## config.mk

```make
export PLATFORM = sky130hd
export DESIGN_NAME = one_wire_slave_sensor_endpoint
export DESIGN_NICKNAME = d
export VERILOG_FILES = /design/src/hdl/owsse_pkg.sv /design/src/hdl/owsse_idcrc.sv /design/src/hdl/owsse_core.sv /design/src/hdl/one_wire_slave_sensor_endpoint.sv
export SDC_FILE = /design/constraint.sdc
export NUM_CORES = 1
export LEC_CHECK = 0
export ABC_AREA = 1
export BUFFER_PORTS_ARGS = -buffer_cell sky130_fd_sc_hd__buf_2
export CORE_MARGIN = 2
export CORE_UTILIZATION = 45
export DETAILED_ROUTE_END_ITERATION = 8
export PLACE_DENSITY = 0.7
export SLEW_MARGIN = 20
export SYNTH_ARGS = -nofsm -noshare
export SYNTH_HDL_FRONTEND = slang
export SYNTH_SLANG_ARGS = --single-unit
```

## constraint.sdc

```tcl
create_clock -name clock -period 4.6 [get_ports clock]
set_clock_uncertainty 0.1 [all_clocks]
set_input_delay 0.46 -clock clock [delete_from_list [all_inputs] [get_ports clock]]
set_output_delay 0.46 -clock clock [all_outputs]
set_load 0.01 [all_outputs]
```

## src/hdl/owsse_pkg.sv

```systemverilog
// ----------------------------------------------------------------------------
// owsse_pkg
// shared types, command codes and crc helpers for the one-wire sensor endpoint
// ----------------------------------------------------------------------------
package owsse_pkg;

   localparam int ID_W           = 56;
   localparam int DATA_BYTES_DEF = 2;
   localparam int ID_BYTES       = 7;

   localparam logic [ID_W-1:0] DEVICE_ID_RESET = 56'h07_0000_0000_00F3;

   // rom and function commands
   localparam logic [7:0] CMD_SEARCH = 8'hF0;
   localparam logic [7:0] CMD_ALARM  = 8'hEC;
   localparam logic [7:0] CMD_MATCH  = 8'h55;
   localparam logic [7:0] CMD_READ   = 8'hA0;

   // reflected x^8+x^5+x^4+1
   localparam logic [7:0] CRC_POLY = 8'h8C;

   // item kinds carried in tuser
   localparam logic [1:0] MODE_RESET  = 2'd0;
   localparam logic [1:0] MODE_SLOT   = 2'd1;
   localparam logic [1:0] MODE_SENSOR = 2'd2;

   typedef enum logic [2:0] {
      PH_IDLE   = 3'd0,
      PH_ROM    = 3'd1,
      PH_SEARCH = 3'd2,
      PH_MATCH  = 3'd3,
      PH_FUNC   = 3'd4,
      PH_SEND   = 3'd5
   } phase_type;

   typedef struct packed {
      logic [1:0] mode;
      logic       bus_level;
      logic [7:0] humidity;
      logic [7:0] temperature;
      logic [7:0] checksum;
   } item_type;

   // pull_low_next in bit 0
   typedef struct packed {
      logic      changed;
      phase_type phase;
      logic      presence;
      logic      pull_low_next;
   } result_type;

   typedef struct packed {
      logic       busy;
      logic [7:0] check_byte;
   } crc_status_type;

   function automatic logic [7:0] crc_bit(input logic [7:0] crc, input logic b);
      logic [7:0] c;
      c = {1'b0, crc[7:1]};
      if (crc[0] ^ b) begin
         c = c ^ CRC_POLY;
      end
      return c;
   endfunction

   function automatic logic [7:0] crc_byte(input logic [7:0] crc, input logic [7:0] d);
      logic [7:0] c;
      c = crc;
      for (int i = 0; i < 8; i++) begin
         c = crc_bit(c, d[i]);
      end
      return c;
   endfunction

endpackage

```

## src/hdl/owsse_idcrc.sv

```systemverilog
// ----------------------------------------------------------------------------
// owsse_idcrc
// holds the device id and works out its crc check byte, one id byte a cycle
// ----------------------------------------------------------------------------
module owsse_idcrc (
   input  logic                        clock,
   input  logic                        reset,
   input  logic                        wr_valid,
   input  logic [owsse_pkg::ID_W-1:0]  wr_data,
   output logic [owsse_pkg::ID_W-1:0]  device_id,
   output owsse_pkg::crc_status_type   status
);
   import owsse_pkg::*;

   localparam int CW = $clog2(ID_BYTES);

   logic [ID_W-1:0] id_ff;
   logic [7:0]      crc_ff,  crc_in;
   logic [7:0]      check_ff;
   logic [CW-1:0]   cnt_ff;
   logic            busy_ff;

   assign crc_in = crc_byte(crc_ff, id_ff[{cnt_ff, 3'b000} +: 8]);

   always_ff @(posedge clock) begin
      if (reset) begin
         id_ff   <= DEVICE_ID_RESET;
         busy_ff <= 1'b1;
         cnt_ff  <= '0;
         crc_ff  <= '0;
      end else if (wr_valid) begin
         id_ff   <= wr_data;
         busy_ff <= 1'b1;
         cnt_ff  <= '0;
         crc_ff  <= '0;
      end else if (busy_ff) begin
         crc_ff <= crc_in;
         cnt_ff <= cnt_ff + 1'b1;
         if (cnt_ff == CW'(ID_BYTES - 1)) begin
            busy_ff  <= 1'b0;
            check_ff <= crc_in;
         end
      end
   end

   assign device_id         = id_ff;
   assign status.busy       = busy_ff;
   assign status.check_byte = check_ff;

endmodule

```

## src/hdl/owsse_core.sv

```systemverilog
// ----------------------------------------------------------------------------
// owsse_core
// protocol state machine and sensor store, one item per step
// ----------------------------------------------------------------------------
module owsse_core #(
   parameter int DATA_BYTES = owsse_pkg::DATA_BYTES_DEF
) (
   input  logic                        clock,
   input  logic                        reset,
   input  logic                        step,
   input  owsse_pkg::item_type         item,
   input  logic [owsse_pkg::ID_W-1:0]  device_id,
   input  logic [7:0]                  check_byte,
   output owsse_pkg::result_type       result
);
   import owsse_pkg::*;

   // byte counter must reach DATA_BYTES and index all eight id bytes
   localparam int BPW = ($clog2(DATA_BYTES + 2) > 3) ? $clog2(DATA_BYTES + 2) : 3;

   phase_type      phase_ff,   phase_in;
   logic [7:0]     shift_ff,   shift_in;
   logic [5:0]     bitpos_ff,  bitpos_in;
   logic [1:0]     sub_ff,     sub_in;
   logic [BPW-1:0] bytepos_ff, bytepos_in;
   logic [7:0]     crc_ff,     crc_in;
   logic [7:0]     hum_ff,     hum_in;
   logic [7:0]     tmp_ff,     tmp_in;
   logic           change_ff,  change_in;

   logic [63:0]    idv;
   logic [7:0]     rx_byte;
   logic [5:0]     rx_pos;
   logic           rx_full;
   logic [8:0]     sensor_sum;
   logic           send_b;
   logic           presence;
   logic           pull;

   function automatic logic send_bit(input logic [BPW-1:0] bp, input logic [2:0] bit_i,
                                     input logic [7:0] crc, input logic [7:0] h,
                                     input logic [7:0] t);
      logic [7:0] b;
      if (bp < BPW'(DATA_BYTES)) begin
         if (bp == BPW'(0)) begin
            b = h;
         end else if (bp == BPW'(1)) begin
            b = t;
         end else begin
            b = 8'h00;
         end
      end else begin
         b = crc;
      end
      return b[bit_i];
   endfunction

   assign idv        = {check_byte, device_id};
   assign rx_byte    = {item.bus_level, shift_ff[7:1]};
   assign rx_pos     = bitpos_ff + 6'd1;
   assign rx_full    = (rx_pos[5:3] != 3'd0);
   assign sensor_sum = {1'b0, item.humidity} + {1'b0, item.temperature};
   assign send_b     = send_bit(bytepos_ff, bitpos_ff[2:0], crc_ff, hum_ff, tmp_ff);

   always_ff @(posedge clock) begin
      if (reset) begin
         phase_ff   <= PH_IDLE;
         shift_ff   <= '0;
         bitpos_ff  <= '0;
         sub_ff     <= '0;
         bytepos_ff <= '0;
         crc_ff     <= '0;
         hum_ff     <= '0;
         tmp_ff     <= '0;
         change_ff  <= 1'b0;
      end else if (step) begin
         phase_ff   <= phase_in;
         shift_ff   <= shift_in;
         bitpos_ff  <= bitpos_in;
         sub_ff     <= sub_in;
         bytepos_ff <= bytepos_in;
         crc_ff     <= crc_in;
         hum_ff     <= hum_in;
         tmp_ff     <= tmp_in;
         change_ff  <= change_in;
      end
   end

   always_comb begin
      phase_in   = phase_ff;
      shift_in   = shift_ff;
      bitpos_in  = bitpos_ff;
      sub_in     = sub_ff;
      bytepos_in = bytepos_ff;
      crc_in     = crc_ff;
      hum_in     = hum_ff;
      tmp_in     = tmp_ff;
      change_in  = change_ff;
      presence   = 1'b0;

      unique case (item.mode)
         MODE_RESET: begin
            presence   = 1'b1;
            phase_in   = PH_ROM;
            shift_in   = '0;
            bitpos_in  = '0;
            bytepos_in = '0;
            sub_in     = '0;
         end
         MODE_SLOT: begin
            unique case (phase_ff)
               PH_ROM: begin
                  shift_in  = rx_byte;
                  bitpos_in = rx_pos;
                  if (rx_full) begin
                     bitpos_in  = '0;
                     bytepos_in = '0;
                     sub_in     = '0;
                     shift_in   = '0;
                     if (rx_byte == CMD_SEARCH || (rx_byte == CMD_ALARM && change_ff)) begin
                        phase_in = PH_SEARCH;
                     end else if (rx_byte == CMD_MATCH) begin
                        phase_in = PH_MATCH;
                     end else begin
                        phase_in = PH_IDLE;
                     end
                  end
               end
               PH_SEARCH: begin
                  if (sub_ff < 2'd2) begin
                     sub_in = sub_ff + 2'd1;
                  end else begin
                     sub_in = '0;
                     if (item.bus_level != idv[bitpos_ff]) begin
                        phase_in = PH_IDLE;
                     end else if (bitpos_ff == 6'd63) begin
                        phase_in = PH_IDLE;
                     end else begin
                        bitpos_in = rx_pos;
                     end
                  end
               end
               PH_MATCH: begin
                  shift_in  = rx_byte;
                  bitpos_in = rx_pos;
                  if (rx_full) begin
                     bitpos_in = '0;
                     shift_in  = '0;
                     if (rx_byte != idv[{bytepos_ff[2:0], 3'b000} +: 8]) begin
                        phase_in = PH_IDLE;
                     end else if (bytepos_ff >= BPW'(7)) begin
                        bytepos_in = '0;
                        phase_in   = PH_FUNC;
                     end else begin
                        bytepos_in = bytepos_ff + 1'b1;
                     end
                  end
               end
               PH_FUNC: begin
                  shift_in  = rx_byte;
                  bitpos_in = rx_pos;
                  if (rx_full) begin
                     bitpos_in  = '0;
                     bytepos_in = '0;
                     shift_in   = '0;
                     if (rx_byte == CMD_READ) begin
                        change_in = 1'b0;
                        crc_in    = '0;
                        phase_in  = PH_SEND;
                     end else begin
                        phase_in = PH_IDLE;
                     end
                  end
               end
               PH_SEND: begin
                  if (bytepos_ff < BPW'(DATA_BYTES)) begin
                     crc_in = crc_bit(crc_ff, send_b);
                  end
                  bitpos_in = rx_pos;
                  if (rx_full) begin
                     bitpos_in  = '0;
                     bytepos_in = bytepos_ff + 1'b1;
                     if (bytepos_ff >= BPW'(DATA_BYTES)) begin
                        bytepos_in = '0;
                        phase_in   = PH_IDLE;
                     end
                  end
               end
               default: begin
               end
            endcase
         end
         MODE_SENSOR: begin
            // unwrapped sum must match a nonzero checksum and differ from the store
            if (sensor_sum == {1'b0, item.checksum} && item.checksum != 8'h00 &&
                (item.humidity != hum_ff || item.temperature != tmp_ff)) begin
               hum_in    = item.humidity;
               tmp_in    = item.temperature;
               change_in = 1'b1;
            end
         end
         default: begin
         end
      endcase
   end

   // drive level for the slot after this item, from the updated state
   always_comb begin
      pull = 1'b0;
      unique case (phase_in)
         PH_SEARCH: begin
            if (sub_in == 2'd0) begin
               pull = ~idv[bitpos_in];
            end else if (sub_in == 2'd1) begin
               pull = idv[bitpos_in];
            end
         end
         PH_SEND: begin
            pull = ~send_bit(bytepos_in, bitpos_in[2:0], crc_in, hum_in, tmp_in);
         end
         default: begin
         end
      endcase
   end

   assign result.pull_low_next = pull;
   assign result.presence      = presence;
   assign result.phase         = phase_in;
   assign result.changed       = change_in;

endmodule

```

## src/hdl/one_wire_slave_sensor_endpoint.sv

```systemverilog
// ----------------------------------------------------------------------------
// one_wire_slave_sensor_endpoint
// 1-wire slave at bit-slot level with rom search/match and a sensor data store
// an accepted item is held in the input register, then its result in the result register
// throughput: one item per cycle while rsp does not stall and no check byte pass runs; the result
// register can hold while a new item is taken. reset: synchronous; afterwards the id check
// byte is worked out, items held off, and a device_id write restarts the check byte pass
// ----------------------------------------------------------------------------
module one_wire_slave_sensor_endpoint #(
   parameter int DATA_BYTES = owsse_pkg::DATA_BYTES_DEF
) (
   input  logic                        clock,
   input  logic                        reset,
   input  logic                        req_tvalid,
   output logic                        req_tready,
   // [0] bus_level, [8:1] humidity, [16:9] temperature, [24:17] checksum
   input  logic [31:0]                 req_tdata,
   // [1:0] mode
   input  logic [1:0]                  req_tuser,
   output logic                        rsp_tvalid,
   input  logic                        rsp_tready,
   // [0] pull_low_next, [1] presence, [4:2] phase, [5] changed
   output logic [7:0]                  rsp_tdata,
   input  logic                        csr_valid,
   output logic                        csr_ready,
   input  logic [owsse_pkg::ID_W-1:0]  csr_data
);
   import owsse_pkg::*;

   logic                in_valid_ff;
   item_type            in_ff;
   logic                out_valid_ff;
   result_type          out_ff;
   result_type          core_result;
   logic                advance;
   logic                accept;
   logic [ID_W-1:0]     device_id;
   crc_status_type      crc_status;

   assign csr_ready  = 1'b1;
   assign advance    = in_valid_ff && (!out_valid_ff || rsp_tready);
   assign req_tready = !crc_status.busy && (!in_valid_ff || advance);
   assign accept     = req_tvalid && req_tready;

   always_ff @(posedge clock) begin
      if (reset) begin
         in_valid_ff  <= 1'b0;
         out_valid_ff <= 1'b0;
      end else begin
         if (accept) begin
            in_valid_ff <= 1'b1;
         end else if (advance) begin
            in_valid_ff <= 1'b0;
         end
         if (advance) begin
            out_valid_ff <= 1'b1;
         end else if (rsp_tready) begin
            out_valid_ff <= 1'b0;
         end
      end
   end

   always_ff @(posedge clock) begin
      if (accept) begin
         in_ff.mode        <= req_tuser;
         in_ff.bus_level   <= req_tdata[0];
         in_ff.humidity    <= req_tdata[8:1];
         in_ff.temperature <= req_tdata[16:9];
         in_ff.checksum    <= req_tdata[24:17];
      end
      if (advance) begin
         out_ff <= core_result;
      end
   end

   owsse_idcrc u_idcrc (
      .clock     (clock),
      .reset     (reset),
      .wr_valid  (csr_valid),
      .wr_data   (csr_data),
      .device_id (device_id),
      .status    (crc_status)
   );

   owsse_core #(
      .DATA_BYTES (DATA_BYTES)
   ) u_core (
      .clock      (clock),
      .reset      (reset),
      .step       (advance),
      .item       (in_ff),
      .device_id  (device_id),
      .check_byte (crc_status.check_byte),
      .result     (core_result)
   );

   assign rsp_tvalid = out_valid_ff;
   assign rsp_tdata  = {2'b00, out_ff};

endmodule

```

# ---- After elaboration in Yosys (flattened, before gate mapping)
# Cells that the tools add are included.
dict set report word_totals {
  register_bits 158
  out_inout_bits 11
  word_cells 199
}
dict set report op_classes {
  n_bitwise 22
  reduce_logical 28
  n_shift 2
  addsub 5
  mux 84
  magnitude_cmp 9
  eq_ne 24
}
# op count
set ops {}
lappend ops {{$mux W8} 26}
lappend ops {{$shiftx A64 B7 Y8} 1}
lappend ops {{$shiftx A56 B7 Y8} 1}
lappend ops {{$mux W3} 18}
lappend ops {{$pmux W8 S2} 2}
lappend ops {{$not A2 Y3} 9}
lappend ops {{$eq A8 B8 Y1 const B} 3}
lappend ops {{$mux W6} 4}
lappend ops {{$ne A8 B8 Y1} 3}
lappend ops {{$pmux W6 S2} 2}
lappend ops {{$mux W1} 17}
lappend ops {{$pmux W3 S5} 1}
lappend ops {{$lt A6 B7 Y1 const B} 2}
lappend ops {{$bmux W1 S6} 2}
lappend ops {{$eq A3 B3 Y1 const B} 4}
lappend ops {{$pmux W3 S2} 2}
lappend ops {{$add A8 B8 Y9} 1}
lappend ops {{$eq A3 B1 Y1 const B} 3}
lappend ops {{$eq A3 B2 Y1 const B} 3}
lappend ops {{$eq A9 B8 Y1} 1}
lappend ops {{$pmux W3 S3} 1}
lappend ops {{$xor A1 B1 Y1} 9}
lappend ops {{$eq A8 B7 Y1 const B} 1}
lappend ops {{$lt A3 B4 Y1 const B} 2}
lappend ops {{other kinds (30)} 56}

# ---- Depth between registers and ports, before layout
dict set report logic_depth {
  depth_word 17
  depth_mapped 31
  mapped_depth_nobuf 29
}

# ---- Hierarchy
# Synthesis repeated with hierarchy kept, for this count alone.
dict set report hier_totals {
  hier_cells 1787
  hier_area_um2 11463.5
}
# module cells_per_inst n_inst area_each_um2 seq_area_each_um2
set modules_own_cells {}
lappend modules_own_cells {owsse_core 1217 1 6707.7 920.9}
lappend modules_own_cells {owsse_idcrc 515 1 3628.5 1601.5}
lappend modules_own_cells {one_wire_slave_sensor_endpoint 55 1 1127.3 1031.0}

# ---- Worst setup path after synthesis
# No wires, ideal clock.
dict set report synth_timing {
  path_type {flip-flop to flip-flop}
  start {reg in_ff[8] in the netlist's numbering}
  end {reg out_ff, in the netlist rsp_tdata[0] (data pin)}
  required_ns 4.247
  n_path_buf 1
  path_slack_ns 1.264
  synth_period_minus_slack_ns 3.336
  stages_incl_launch_ff 21
  t_arrival_ns 2.983
  path_cell_list {edfxtp_1 ha_1 fa_1 a31oi_1 o21ai_0 nand2_1 nand2_1 xor2_1 nand2_1 nand2_1 nor3b_1 nand3_1 clkbuf_1 o21ai_0 inv_1 nand4_1 nand4_1 nand3_1 nand3_1 nand3_1 nand2_1}
}
# element line_no
set synth_lines {}
lappend synth_lines {{start, declared} one_wire_slave_sensor_endpoint.sv:31} ;# item_type in_ff;
lappend synth_lines {{end signal, assigned} one_wire_slave_sensor_endpoint.sv:72} ;# out_ff <= core_result;
lappend synth_lines {{end, declared} one_wire_slave_sensor_endpoint.sv:33} ;# result_type out_ff;

==> run_results.csv <==
group,metric,value,unit
cts,clkTransAtPathRegs,0.08,ns
synth,synth-seq-cells,157,
synth,syn-cell-area,10990,sq um
placement,placedCellCount,2008,
synth,ys.flop_type,"dfxtp_1",
floorplan,start_util,45.47,%
cts,cts_setup_buffers,0,
power_and_ir_drop,p_total,3661,uW
cells_and_area,nets,1817,
cells_and_area,fill_cells,2468,
timing,rsz0062_at_grt,"false",
placement,hpwl,26270,um
timing,setup_violations,0,
power_and_ir_drop,ir_drop,0.2254,mV
grt,grt_pass1_vias,10280,
route,routedWlPerCell,17.75,um
placement,gp_congestion,0.9916,
critical_path,worst-setup-path-type,"register to register",
route,detail_route.vias_per_cell,5.624,
floorplan,num_rows,57,
critical_path,critPathCaptureType,"register",
timing,worst_pin_slew,1.042,ns
floorplan,die-area,25700,sq um
synth,yosys_warnings,0,
cts,h-tree-depth,4,
grt,grt_max_degree,46,
timing,max_freq,242.6,MHz
grt,grt_pass1_wl,57170,um
grt,grtUsageTotal,28.27,%
cts,root_buffer,"clkbuf_16",
route,wl,36210,um
cells_and_area,seqCellArea,3553,sq um
placement,port_buffers,95,
critical_path,cp.arrival,4.20,ns
cells_and_area,multi_input_area,6102,sq um
run,cap_violations,0,
timing,fin_tns_setup,0,ns
power_and_ir_drop,power.density,301.4,nW/um^2
grt,overflow,0,
timing,maxSlewHeadroom,30.19,%
floorplan,die_h,160.3,um
synth,synth_cells,1654,
cells_and_area,finalNonFillerCells,2040,
floorplan,num_io_pins,106,
min_path,hp-class,"input port to register",
route,num_vias,11470,
route,first_iter_violations,1296,
grt,antenna_found_initial,0,
cts,numCtsBuffers,17,
cells_and_area,drive_gt1_share,12.18,%
critical_path,cp_max_fo,19,
cts,cts_sinks,157,
cells_and_area,layout_commonest_cell,"nand2_1",
route,drc,0,
cts,cts_resized,0,
timing,finalCritPeriodShare,89.60,%
synth,seq_area_frac_synth,32.32,%
floorplan,coreArea,24180,sq um
cts,clock_path_buffers,2,
cts,clk-insertion-delay-late,0.45,ns
power_and_ir_drop,leakage,0.005267,uW
floorplan,dieWidth,160.3,um
timing,finalHoldViolCount,0,
cells_and_area,mostFrequentLayoutCells,"nand2_1 (303), nand3_1 (199), inv_1 (188)",
cts,cts_tree,"done",
run_status,outcome,"completed",
cells_and_area,diodes,0,
synth,syn_area_per_cell,6.647,sq um
synth,async_flop_share,0,%
synth,synth-edff-count,41,
synth,synth_cell_type_count,53,
timing,timing.final.crit_period,4.121,ns
route,firstDrtPassIters,6,
cells_and_area,syn2layout_area_growth,10.47,%
cts,ctsHoldBuffers,0,
timing,finalMaxSlewViolations,0,
critical_path,required,4.68,ns
route,drtAntennaViolNets,0,
critical_path,critPathLaunchType,"register",
-- per-layer routing --
metal  vias up  GRT usage (%)  wire [um]
li1       5624              -          -
met1      5198          41.95      16590
met2       581          41.38      15200
met3        70          4.933       3466
met4         0          9.541        953
met5         -              0          0
-- stage by stage --
stage	hold WS (ns)	cell area, sq um	util, %	worst slack (ns)
final	0.08436	12150	50.24	0.4785
after global routing	0.07192	12150	50.24	0.2034
after CTS	0.07868	12150	50.24	0.6244
after detailed placement	0.3702	11560	47.80	0.6312
after global placement	0.3708	11560	47.80	0.6591
after floorplan	0.3506	11000	-	1.264
-- cells by family (layout without fill, tap and decap cells) --
kind of cell             Yosys count  in the layout  synth area share [%]
AO/OA/AOI/OAI                    407            407                 20.35
other                              2              3               0.06831
AND/OR/NAND/NOR                  715            715                 28.53
XOR/XNOR                          51             51                 4.268
buffers and inverters            303            364                 12.23
adder cells (fa/ha/maj)           19             19                 2.231
flip-flops                       157            157                 32.32
-- final timing paths --
check                           start           end  slack (ns)  cells past startpoint
hold reg to reg           in_valid_ff    rsp_tvalid        0.38                      2
hold / removal           req_tdata[8]     in_ff[23]        0.08                      1
setup / recovery  u_core.bitpos_ff[1]  rsp_tdata[0]        0.48                     19
setup reg to reg  u_core.bitpos_ff[1]  rsp_tdata[0]        0.48                     19
-- synthesized netlist by cell type, types with 3 or more instances --
| library cell | count | area share, % |
|---|---|---|
| inv_2 | 13 | 0.44 |
| a21oi_1 | 146 | 6.6 |
| or2_2 | 3 | 0.17 |
| a21oi_2 | 3 | 0.24 |
| inv_1 | 189 | 6.5 |
| nand3_1 | 199 | 9.1 |
| o22ai_1 | 6 | 0.34 |
| clkinv_1 | 3 | 0.10 |
| nand2_1 | 303 | 10 |
| buf_1 | 3 | 0.10 |
| clkbuf_1 | 41 | 1.4 |
| nand4_1 | 29 | 1.7 |
| a22oi_1 | 3 | 0.20 |
| nor3_1 | 15 | 0.68 |
| xor2_1 | 34 | 2.7 |
| edfxtp_1 | 41 | 11 |
| o21ai_1 | 27 | 1.2 |
| buf_6 | 18 | 1.8 |
| o21ai_0 | 170 | 7.7 |
| dfxtp_1 | 116 | 21 |
| o221ai_1 | 6 | 0.48 |
| o211ai_1 | 22 | 1.5 |
| xor2_2 | 3 | 0.44 |
| nor3_2 | 4 | 0.36 |
| buf_2 | 24 | 1.1 |
| nor2_1 | 141 | 4.8 |
| xnor2_1 | 14 | 1.1 |
| ha_1 | 18 | 2.0 |
| nor4_1 | 3 | 0.17 |
| a31oi_1 | 11 | 0.63 |
| buf_4 | 10 | 0.68 |
| nand2_2 | 9 | 0.51 |
-- area by class of cell --
cell class | count | share of cell area [%]
well taps | 324 | 3.338
multi-input cells | 1195 | 50.24
repair buffers | 125 | 5.872
clock inverters | 15 | 1.350
clock buffers | 17 | 3.503
flip-flops and latches | 157 | 29.26
inverters | 207 | 6.439
-- state kept, by name, indices dropped and copies added (netlist names) --
signal             cells
u_core.bitpos_ff       6
in_ff                 27
in_valid_ff            1
u_idcrc.busy_ff        1
u_core.sub_ff          2
u_core.bytepos_ff      3
u_core.shift_ff        7
u_idcrc.crc_ff         8
u_core.change_ff       1
u_core.phase_ff        3
u_core.tmp_ff          8
u_idcrc.cnt_ff         3
u_idcrc.device_id     56
u_idcrc.check_ff       8
u_core.hum_ff          8
rsp_tvalid             1
rsp_tdata              6
u_core.crc_ff          8
-- critical path: stages, from the launching register on --
cell     delay, ns
dfxtp_1       0.49
buf_4         0.28
ha_1          0.22
nand3_1       0.12
xor2_1        0.24
nand3_2       0.27
inv_2         0.36
a31oi_1       0.12
nand2_1       0.12
nand2_2       0.08
a21oi_4       0.53
nand3_1       0.13
nand3_1       0.10
nand3_1       0.16
nand3_1       0.13
nand3_1       0.10
nand2_1       0.08
nand2_1       0.04
nand3_1       0.09
nand2_1       0.09
-- power breakdown --
group / internal, uW / switching, uW
sequential: 1520 / 65.9
combinational: 218 / 407
clock: 731 / 716
total: 2470 / 1190
Power figures use the tool's default switching activity.
